<file path="config.mk">
export PLATFORM = sky130hd
export DESIGN_NAME = transaction_slot_tracker_core
export DESIGN_NICKNAME = d
export VERILOG_FILES = /design/src/hw/rtl/tst_pkg.sv /design/src/hw/rtl/tst_ram.sv /design/src/hw/rtl/tst_seq.sv /design/src/hw/rtl/transaction_slot_tracker_core.sv
export SDC_FILE = /design/constraint.sdc
export NUM_CORES = 1
export LEC_CHECK = 0
export BUFFER_PORTS_ARGS = -buffer_cell sky130_fd_sc_hd__buf_2
export CORE_ASPECT_RATIO = 1.75
export CORE_MARGIN = 4
export CORE_UTILIZATION = 45
export CTS_BUF_LIST = sky130_fd_sc_hd__clkbuf_16
export CTS_CLUSTER_DIAMETER = 30
export DETAILED_ROUTE_END_ITERATION = 8
export PLACE_DENSITY_LB_ADDON = 0.1
export SYNTH_ARGS = -nofsm -noshare
export SYNTH_HDL_FRONTEND = slang
export SYNTH_SLANG_ARGS = --single-unit
</file>
<file path="constraint.sdc">
create_clock -name i_clk -period 8.8 [get_ports i_clk]
set_input_delay 1.76 -clock i_clk [delete_from_list [all_inputs] [get_ports i_clk]]
set_output_delay 1.76 -clock i_clk [all_outputs]
set_load 0.05 [all_outputs]
</file>
<file path="src/hw/rtl/tst_pkg.sv">
// shared types, constants and helpers of the transaction slot tracker
`default_nettype none

package tst_pkg;

    // default table size
    localparam int SLOTS_DEFAULT = 8;
    // a scan frees at most this many slots, one more result closes it
    localparam int MAX_TIMEOUTS  = 8;

    localparam int SEQ_W   = 8;
    localparam int TIME_W  = 32;
    localparam int DELAY_W = 31;
    localparam int ID_W    = 16;
    localparam int KIND_W  = 3;
    localparam int SLOT_W  = 3;

    localparam logic [DELAY_W-1:0] TIMEOUT_RESET = 31'd20000;

    // item types
    typedef enum logic [1:0] {
        REQ_ISSUE    = 2'd0,
        REQ_RESPONSE = 2'd1,
        REQ_TICK     = 2'd2
    } t_req;

    // result kinds
    typedef enum logic [KIND_W-1:0] {
        KIND_ACCEPTED   = 3'd0,
        KIND_REFUSED    = 3'd1,
        KIND_DELIVERED  = 3'd2,
        KIND_DISCARDED  = 3'd3,
        KIND_TIMED_OUT  = 3'd4,
        KIND_NEXT_DELAY = 3'd5,
        KIND_NONE       = 3'd6
    } t_kind;

    // sequencer states
    typedef enum logic [1:0] {
        ST_IDLE  = 2'd0,
        ST_READ  = 2'd1,
        ST_CHECK = 2'd2,
        ST_FINAL = 2'd3
    } t_state;

    // one slot record as held in the table memory
    typedef struct packed {
        logic [SEQ_W-1:0]  seq;
        logic [TIME_W-1:0] deadline;
        logic [ID_W-1:0]   cluster;
        logic [ID_W-1:0]   context_tag;
    } t_entry;

    // one result beat
    typedef struct packed {
        t_kind              kind;
        logic [SLOT_W-1:0]  slot;
        logic [SEQ_W-1:0]   seq;
        logic [ID_W-1:0]    tag;
        logic [ID_W-1:0]    cluster;
        logic               completed;
        logic [DELAY_W-1:0] delay;
        logic               last;
    } t_result;

    // index width for a table of n entries
    function automatic int idx_w(input int n);
        return (n > 1) ? $clog2(n) : 1;
    endfunction

endpackage

`default_nettype wire

</file>
<file path="src/hw/rtl/tst_ram.sv">
// generic single-port-write ram with registered read
`default_nettype none

module tst_ram
    import tst_pkg::*;
#(
    parameter int WIDTH = 8,
    parameter int DEPTH = 8
) (
    input  wire logic                      i_clk,
    input  wire logic                      i_we,
    input  wire logic [idx_w(DEPTH)-1:0]   i_waddr,
    input  wire logic [WIDTH-1:0]          i_wdata,
    input  wire logic                      i_re,
    input  wire logic [idx_w(DEPTH)-1:0]   i_raddr,
    output logic      [WIDTH-1:0]          o_rdata
);

    logic [WIDTH-1:0] r_mem [DEPTH];

    // write port
    always_ff @(posedge i_clk) begin
        if (i_we) begin
            r_mem[i_waddr] <= i_wdata;
        end
    end

    // registered read port
    always_ff @(posedge i_clk) begin
        if (i_re) begin
            o_rdata <= r_mem[i_raddr];
        end
    end

endmodule

`default_nettype wire

</file>
<file path="src/hw/rtl/tst_seq.sv">
// slot sequencer: busy bits, sequence counter and the table walk
`default_nettype none

module tst_seq
    import tst_pkg::*;
#(
    parameter int SLOTS = SLOTS_DEFAULT
) (
    input  wire logic                      i_clk,
    input  wire logic                      i_rst_n,
    input  wire logic                      i_start,
    input  wire logic [1:0]                i_req_type,
    input  wire logic [TIME_W-1:0]         i_now,
    input  wire logic                      i_send_ok,
    input  wire logic                      i_wants_reply,
    input  wire logic [ID_W-1:0]           i_cluster_id,
    input  wire logic [ID_W-1:0]           i_context_tag,
    input  wire logic [SEQ_W-1:0]          i_resp_sequence,
    input  wire logic [DELAY_W-1:0]        i_timeout,
    output logic                           o_busy,
    output logic                           o_res_valid,
    output t_result                        o_res,
    output logic                           o_ram_we,
    output logic [idx_w(SLOTS)-1:0]        o_ram_waddr,
    output t_entry                         o_ram_wdata,
    output logic                           o_ram_re,
    output logic [idx_w(SLOTS)-1:0]        o_ram_raddr,
    input  t_entry                         i_ram_rdata
);

    localparam int IW = idx_w(SLOTS);
    localparam int NW = $clog2(MAX_TIMEOUTS + 1);

    t_state             r_state, n_state;
    logic [SLOTS-1:0]   r_busy, n_busy;
    logic [SEQ_W-1:0]   r_seq, n_seq;
    logic [IW-1:0]      r_idx, n_idx;
    t_req               r_type, n_type;
    logic [TIME_W-1:0]  r_now, n_now;
    logic [SEQ_W-1:0]   r_rs, n_rs;
    logic [NW-1:0]      r_n, n_n;
    logic               r_have, n_have;
    logic [DELAY_W-1:0] r_best, n_best;

    logic               found;
    logic [IW-1:0]      free_idx;
    logic               last_idx;
    logic [TIME_W-1:0]  diff;
    logic               expired;
    logic [DELAY_W-1:0] remain;
    logic [IW+SLOT_W-1:0] free_wide;
    logic [IW+SLOT_W-1:0] cur_wide;

    // lowest free slot
    always_comb begin
        found    = 1'b0;
        free_idx = '0;
        for (int i = SLOTS - 1; i >= 0; i--) begin
            if (!r_busy[i]) begin
                found    = 1'b1;
                free_idx = IW'(i);
            end
        end
    end

    assign last_idx  = (r_idx == IW'(SLOTS - 1));
    assign free_wide = {{SLOT_W{1'b0}}, free_idx};
    assign cur_wide  = {{SLOT_W{1'b0}}, r_idx};

    // deadline check on the slot just read
    assign diff    = i_ram_rdata.deadline - r_now;
    assign expired = (diff == '0) || diff[TIME_W-1];
    assign remain  = expired ? '0 : diff[DELAY_W-1:0];

    // state register
    always_ff @(posedge i_clk) begin
        if (!i_rst_n) begin
            r_state <= ST_IDLE;
            r_busy  <= '0;
            r_seq   <= '0;
        end else begin
            r_state <= n_state;
            r_busy  <= n_busy;
            r_seq   <= n_seq;
        end
    end

    // walk context
    always_ff @(posedge i_clk) begin
        r_idx  <= n_idx;
        r_type <= n_type;
        r_now  <= n_now;
        r_rs   <= n_rs;
        r_n    <= n_n;
        r_have <= n_have;
        r_best <= n_best;
    end

    // next state and results
    always_comb begin
        n_state  = r_state;
        n_busy   = r_busy;
        n_seq    = r_seq;
        n_idx    = r_idx;
        n_type   = r_type;
        n_now    = r_now;
        n_rs     = r_rs;
        n_n      = r_n;
        n_have   = r_have;
        n_best   = r_best;

        o_res_valid = 1'b0;
        o_res       = '0;

        o_ram_we    = 1'b0;
        o_ram_waddr = free_idx;
        o_ram_wdata.seq         = {1'b0, r_seq[SEQ_W-2:0]};
        o_ram_wdata.deadline    = i_now + {1'b0, i_timeout};
        o_ram_wdata.cluster     = i_cluster_id;
        o_ram_wdata.context_tag = i_context_tag;
        o_ram_re    = 1'b0;
        o_ram_raddr = r_idx;

        unique case (r_state)
            ST_IDLE: begin
                if (i_start) begin
                    unique case (t_req'(i_req_type))
                        REQ_ISSUE: begin
                            o_res_valid = 1'b1;
                            o_res.last  = 1'b1;
                            if (!found || !i_send_ok) begin
                                o_res.kind = KIND_REFUSED;
                            end else begin
                                o_res.kind      = KIND_ACCEPTED;
                                o_res.slot      = free_wide[SLOT_W-1:0];
                                o_res.seq       = {1'b0, r_seq[SEQ_W-2:0]};
                                o_res.tag       = i_context_tag;
                                o_res.cluster   = i_cluster_id;
                                o_res.completed = !i_wants_reply;
                                n_seq           = r_seq + 1'b1;
                                if (i_wants_reply) begin
                                    o_ram_we         = 1'b1;
                                    n_busy[free_idx] = 1'b1;
                                end
                            end
                        end
                        REQ_RESPONSE, REQ_TICK: begin
                            n_type  = t_req'(i_req_type);
                            n_now   = i_now;
                            n_rs    = i_resp_sequence;
                            n_idx   = '0;
                            n_n     = '0;
                            n_have  = 1'b0;
                            n_best  = '0;
                            n_state = ST_READ;
                        end
                        default: begin
                            // unknown item type is dropped
                        end
                    endcase
                end
            end

            ST_READ: begin
                // fetch held slots, skip free ones
                if (r_busy[r_idx]) begin
                    o_ram_re = 1'b1;
                    n_state  = ST_CHECK;
                end else if (last_idx) begin
                    n_state = ST_FINAL;
                end else begin
                    n_idx = IW'(r_idx + 1'b1);
                end
            end

            ST_CHECK: begin
                n_state = last_idx ? ST_FINAL : ST_READ;
                n_idx   = IW'(r_idx + 1'b1);
                if (r_type == REQ_RESPONSE) begin
                    // first held slot with matching sequence
                    if (i_ram_rdata.seq == r_rs) begin
                        o_res_valid     = 1'b1;
                        o_res.kind      = KIND_DELIVERED;
                        o_res.slot      = cur_wide[SLOT_W-1:0];
                        o_res.seq       = r_rs;
                        o_res.tag       = i_ram_rdata.context_tag;
                        o_res.cluster   = i_ram_rdata.cluster;
                        o_res.completed = !r_rs[SEQ_W-1];
                        o_res.last      = 1'b1;
                        if (!r_rs[SEQ_W-1]) begin
                            n_busy[r_idx] = 1'b0;
                        end
                        n_state = ST_IDLE;
                    end
                end else begin
                    // expire or fold into minimum delay
                    if (expired && (r_n < NW'(MAX_TIMEOUTS))) begin
                        o_res_valid     = 1'b1;
                        o_res.kind      = KIND_TIMED_OUT;
                        o_res.slot      = cur_wide[SLOT_W-1:0];
                        o_res.seq       = i_ram_rdata.seq;
                        o_res.tag       = i_ram_rdata.context_tag;
                        o_res.cluster   = i_ram_rdata.cluster;
                        o_res.completed = 1'b1;
                        n_busy[r_idx]   = 1'b0;
                        n_n             = r_n + 1'b1;
                    end else if (!r_have || (remain < r_best)) begin
                        n_best = remain;
                        n_have = 1'b1;
                    end
                end
            end

            ST_FINAL: begin
                o_res_valid = 1'b1;
                o_res.last  = 1'b1;
                if (r_type == REQ_RESPONSE) begin
                    o_res.kind = KIND_DISCARDED;
                    o_res.seq  = r_rs;
                end else if (r_have) begin
                    o_res.kind  = KIND_NEXT_DELAY;
                    o_res.delay = r_best;
                end else begin
                    o_res.kind = KIND_NONE;
                end
                n_state = ST_IDLE;
            end

            default: begin
                n_state = ST_IDLE;
            end
        endcase
    end

    assign o_busy = (r_state != ST_IDLE);

endmodule

`default_nettype wire

</file>
<file path="src/hw/rtl/transaction_slot_tracker_core.sv">
// top level of the outstanding transaction slot tracker
//
// Usage: an item (request, response or tick) is taken at a clock edge with
// start high and busy low. Results come out one beat per cycle on the o_
// result ports, flagged by o_result_strobe; o_last marks the final beat of
// an item. The receiver cannot stall: each beat is shown for one cycle only.
// A request answers in the cycle after it is taken and busy stays low,
// so requests can follow back to back. Responses and ticks walk the slot
// table: each held slot is read from the slot memory, then compared, and each
// free slot is skipped; a closing beat follows the walk. Busy stays high for
// the walk and the closing beat, and the closing beat shows in the first cycle
// with busy low. A response ends early at its first match.
// Timeout register: written through i_cfg_valid/i_cfg_data, always ready;
// the user writes it only while the block is idle; the block does not check.
// Reset (synchronous, active low) frees all slots, clears the sequence
// counter and loads the default timeout of 20000 ticks; slot memory
// contents are left as they are, only busy slots are ever read.
`default_nettype none

module transaction_slot_tracker_core
    import tst_pkg::*;
#(
    parameter int SLOTS = SLOTS_DEFAULT
) (
    input  wire logic                 i_clk,
    input  wire logic                 i_rst_n,
    input  wire logic                 start,
    output logic                      busy,
    input  wire logic [1:0]           i_req_type,
    input  wire logic [TIME_W-1:0]    i_now,
    input  wire logic                 i_send_ok,
    input  wire logic                 i_wants_reply,
    input  wire logic [ID_W-1:0]      i_cluster_id,
    input  wire logic [ID_W-1:0]      i_context_tag,
    input  wire logic [SEQ_W-1:0]     i_resp_sequence,
    input  wire logic                 i_cfg_valid,
    output logic                      o_cfg_ready,
    input  wire logic [DELAY_W-1:0]   i_cfg_data,
    output logic                      o_result_strobe,
    output logic [KIND_W-1:0]         o_result_kind,
    output logic [SLOT_W-1:0]         o_slot_index,
    output logic [SEQ_W-1:0]          o_sequence_id,
    output logic [ID_W-1:0]           o_tag_out,
    output logic [ID_W-1:0]           o_cluster_out,
    output logic                      o_completed,
    output logic [DELAY_W-1:0]        o_next_delay,
    output logic                      o_last
);

    localparam int IW = idx_w(SLOTS);

    logic [DELAY_W-1:0] r_timeout;
    logic               r_out_valid;
    t_result            r_out;

    logic               seq_busy;
    logic               res_valid;
    t_result            res;
    logic               ram_we;
    logic [IW-1:0]      ram_waddr;
    t_entry             ram_wdata;
    logic               ram_re;
    logic [IW-1:0]      ram_raddr;
    logic [$bits(t_entry)-1:0] ram_rdata;

    // timeout register
    always_ff @(posedge i_clk) begin
        if (!i_rst_n) begin
            r_timeout <= TIMEOUT_RESET;
        end else if (i_cfg_valid) begin
            r_timeout <= i_cfg_data;
        end
    end

    assign o_cfg_ready = 1'b1;

    // slot table memory
    tst_ram #(
        .WIDTH ($bits(t_entry)),
        .DEPTH (SLOTS)
    ) u_ram (
        .i_clk   (i_clk),
        .i_we    (ram_we),
        .i_waddr (ram_waddr),
        .i_wdata (ram_wdata),
        .i_re    (ram_re),
        .i_raddr (ram_raddr),
        .o_rdata (ram_rdata)
    );

    // sequencer
    tst_seq #(
        .SLOTS (SLOTS)
    ) u_seq (
        .i_clk           (i_clk),
        .i_rst_n         (i_rst_n),
        .i_start         (start),
        .i_req_type      (i_req_type),
        .i_now           (i_now),
        .i_send_ok       (i_send_ok),
        .i_wants_reply   (i_wants_reply),
        .i_cluster_id    (i_cluster_id),
        .i_context_tag   (i_context_tag),
        .i_resp_sequence (i_resp_sequence),
        .i_timeout       (r_timeout),
        .o_busy          (seq_busy),
        .o_res_valid     (res_valid),
        .o_res           (res),
        .o_ram_we        (ram_we),
        .o_ram_waddr     (ram_waddr),
        .o_ram_wdata     (ram_wdata),
        .o_ram_re        (ram_re),
        .o_ram_raddr     (ram_raddr),
        .i_ram_rdata     (t_entry'(ram_rdata))
    );

    assign busy = seq_busy;

    // result output register
    always_ff @(posedge i_clk) begin
        if (!i_rst_n) begin
            r_out_valid <= 1'b0;
        end else begin
            r_out_valid <= res_valid;
        end
    end

    always_ff @(posedge i_clk) begin
        if (res_valid) begin
            r_out <= res;
        end
    end

    assign o_result_strobe = r_out_valid;
    assign o_result_kind   = r_out.kind;
    assign o_slot_index    = r_out.slot;
    assign o_sequence_id   = r_out.seq;
    assign o_tag_out       = r_out.tag;
    assign o_cluster_out   = r_out.cluster;
    assign o_completed     = r_out.completed;
    assign o_next_delay    = r_out.delay;
    assign o_last          = r_out.last;

endmodule

`default_nettype wire

</file>
==> results.sh <==
export IMPL_cp_end_kind="register"
export IMPL_grt_pass1_vias=23100
export IMPL_worst_pin_slew_ns=1.06
export IMPL_max_cap_violations=0
export IMPL_cts_setup_buffers=0
export IMPL_viasPerCell=5.94
export IMPL_grt_start_max_net_pins=66
export IMPL_finalMaxSlewViolations=0
export IMPL_tns_ns=0
export IMPL_fill_cells=6518
export IMPL_top_layer="met5"
export IMPL_leakage_nw=14.6
export IMPL_avgSynthCellArea_sq_um=14.6
export IMPL_io_pins=193
export IMPL_synth_edf_count=799
export IMPL_vias=22500
export IMPL_worst_path_max_delay_cell="nand2_1"
export IMPL_cts_resized_gates=0
export IMPL_regArea_sq_um=25000
export IMPL_synth_seq_cells=848
export IMPL_crit_required_ns=9.14
export IMPL_wirelength_met1_um=39500
export IMPL_yosys_top_cells_area="edfxtp_1, a22oi_1, ha_1"
export IMPL_synthArstFlopShare=0
export IMPL_die_area_sq_um=83500
export IMPL_syn_num_nets=2640
export IMPL_cts_tree="built"
export IMPL_io_buffer_count=191
export IMPL_min_path_type="reg -> reg"
export IMPL_syn2layout_area_growth_pct=17.7
export IMPL_status="finished clean"
export IMPL_cts_path_max_buffers=3
export IMPL_synth_top_area_frac=0.676
export IMPL_core_sq_um=78400
export IMPL_cp_arrival_ns=7.43
export IMPL_wl_met3_um=5300
export IMPL_power_density_nw_per_um2=296
export IMPL_drc=0
export IMPL_place_ws_ns=1.90
export IMPL_antenna_found_initial=4
export IMPL_final_nets=2857
export IMPL_wl_met2_um=51900
export IMPL_dpl_hpwl_um=61900
export IMPL_postPlaceCellArea_sq_um=37600
export IMPL_cts_inserted_buffers=117
export IMPL_grt_ovfl_total=0
export IMPL_path_max_fanout=32
export IMPL_synth_top_area_cell="edfxtp_1"
export IMPL_finalHoldViolations=0
export IMPL_ant_nets=0
export IMPL_setup_viol=0
export IMPL_path_cells="ha_1 -> a21oi_1 -> o21ai_0 -> a31oi_1 -> o21ai_1 -> xnor2_1 -> o2111ai_1 -> nor4_4 -> nand3_2 -> nand2_1 -> nor3_1 -> ha_1 -> a21o_1 -> a21o_1 -> a21oi_1 -> nor2_1 -> a211oi_1 -> nor4_1 -> or4_1 -> nor3_2 -> buf_4"
export IMPL_die_x_um=220
export IMPL_cp_top_family="compound AO/OA/AOI/OAI gates"
export IMPL_routedWlPerCell_um=26.6
export IMPL_startpoint_type="register"
export IMPL_grt_pass1_wl_um=148000
export IMPL_fin_area_sq_um=41700
export IMPL_yosysSeqAreaShare=0.704
export IMPL_finalCriticalPeriod_ns=7.09
export IMPL_multiInputGateArea_sq_um=9680
export IMPL_ys_types=88
export IMPL_drt_iter0_drc=1783
export IMPL_htree_levels=3
export IMPL_postCtsHoldBufs=0
export IMPL_path_class="reg -> reg"
export IMPL_dr_pass1_iters=5
export IMPL_crit_path_max_incr_delay_ns=0.65
export IMPL_fp_dieH_um=379
export IMPL_clock_fmax_mhz=141
export IMPL_synthCells=2425
export IMPL_initial_core_util=0.452
export IMPL_rows=136
export IMPL_finalCritPeriodShare=0.805
export IMPL_fin_skew_ns=0.0366
export IMPL_rsz0062_at_grt="no"
export IMPL_ctsRootBufferMaster="clkbuf_16"
export IMPL_cts_sinks=848
export IMPL_crit_buf_inv=1
export IMPL_wl_um=101000
export IMPL_yosys_warnings=0
export IMPL_ys_flop_type="edfxtp_1"
export IMPL_grtUsageTotal=0.238
export IMPL_gp_congestion=0.966
export IMPL_setup_slack_ns=1.71
export IMPL_drive_above_1_share=0.182
export IMPL_ir_worst_vdd_mv=0.183
export IMPL_clk_latency_ns=0.72
export IMPL_slew_headroom=0.291
export IMPL_path_clk_slew_ns=0.06
export IMPL_synth_cell_area_sq_um=35500
## cells in the mapped netlist (all sizes together) (11+ instances only)
cell and instances:
edfxtp 799, a22oi 296, clkbuf 112, ha 102, inv 98, nand4 98, nor2 93, a21oi 84
nand2 83, o21ai 54, dfxtp 49, nor2b 45, nor3 42, nor4 41, xnor2 38, mux2i 36
a32o 35, a21o 32, and3 30, buf 23, nand3 21, xor2 20, a31oi 16, nand2b 16
and2 15, a211oi 12, or2 12, o211ai 11, or3 11
## logic make-up after synthesis
logic type	after synthesis	share of synthesized area
xor+xnor	58	0.0145
other cells	1	0.000106
simple gates	526	0.0803
buf+inv	233	0.0264
compound gates	619	0.127
mux	36	0.0102
fa+ha+maj	104	0.0371
flops	848	0.704
## registers in the layout (all words and copies together) (netlist names), 2 cells and up
signal and count:
u_seq.o_ram_raddr 3, u_seq.r_seq 7, u_seq.r_rs 8, u_seq.r_type 2
o_tag_out 16, o_sequence_id 8, r_timeout 31, o_next_delay 31
u_seq.r_busy 8, u_seq.r_now 32, u_seq.r_state 2, u_seq.r_best 31
o_cluster_out 16, u_ram.o_rdata 71, u_ram.r_mem 568, o_slot_index 3
u_seq.r_n 4, o_result_kind 3
## routing by layer
layer,track usage,vias to the layer above
li1,-,10100
met1,0.291,11400
met2,0.420,735
met3,0.0355,191
met4,0.0977,6
met5,0,-
## final cells by class
| cell class | count | area share |
|---|---|---|
| diodes | 1 | 0.0000599 |
| inverters | 98 | 0.00881 |
| clock buffers | 117 | 0.0701 |
| clock inverters | 104 | 0.0295 |
| well taps | 1035 | 0.0310 |
| flip-flops and latches | 848 | 0.598 |
| multi-input cells | 1344 | 0.232 |
| repair buffers | 233 | 0.0305 |
## worst paths after layout
path / start / endpoint / slack [ns] / cells after the start
hold / removal: r_timeout[5]$_SDFFE_PN1P_ / r_timeout[5]$_SDFFE_PN1P_ / 0.50 / 2
hold reg to reg: r_timeout[5]$_SDFFE_PN1P_ / r_timeout[5]$_SDFFE_PN1P_ / 0.50 / 2
setup reg to reg: u_ram.o_rdata[51]$_DFFE_PP_ / u_seq.r_best[26]$_SDFFCE_PN0P_ / 1.71 / 21
setup / recovery: u_ram.o_rdata[51]$_DFFE_PP_ / u_seq.r_best[26]$_SDFFCE_PN0P_ / 1.71 / 21
## report_power, final
part | switching (mW) | internal, mW | leakage, nW
logic | 1.85 | 0.739 | 4.85
registers | 0.0914 | 4.80 | 7.75
clock network | 1.96 | 2.93 | 2.03
## through the flow
stage | util | instances | total power, mW | hold WS, ns
after floorplan | - | 2425 | 6.60 | 0.446
after global placement | 0.479 | 3558 | 7.54 | 0.479
after detailed placement | 0.479 | 3558 | 7.56 | 0.484
after CTS | 0.532 | 3779 | 12.5 | 0.499
after global routing | 0.532 | 3779 | 12.9 | 0.534
final | 0.532 | 3780 | 12.4 | 0.501
## worst register-to-register path, cell delays in order, from the launching register on
cell	delay [ns]
edfxtp_1	0.37
ha_1	0.45
a21oi_1	0.50
o21ai_0	0.16
a31oi_1	0.54
o21ai_1	0.20
xnor2_1	0.30
o2111ai_1	0.22
nor4_4	0.48
nand3_2	0.38
nand2_1	0.65
nor3_1	0.14
ha_1	0.35
a21o_1	0.16
a21o_1	0.17
a21oi_1	0.14
nor2_1	0.05
a211oi_1	0.37
nor4_1	0.10
or4_1	0.42
nor3_2	0.16
buf_4	0.42
## cells in the final DEF (no fill, tap or decap), types with 24 or more instances in the layout
cell type,count
a32o_1,35
o21ai_0,46
mux2i_1,36
clkbuf_16,117
inv_6,24
dfxtp_1,49
buf_4,42
edfxtp_1,799
xnor2_1,38
nor3_1,37
a22oi_1,295
nand4_1,98
nor4_1,39
nand2_1,82
nor2b_1,43
nor2_1,85
a21oi_1,82
a21o_1,31
inv_1,101
buf_2,191
ha_1,101
and3_1,29
Note: power is estimated with default switching activity, not from simulation.
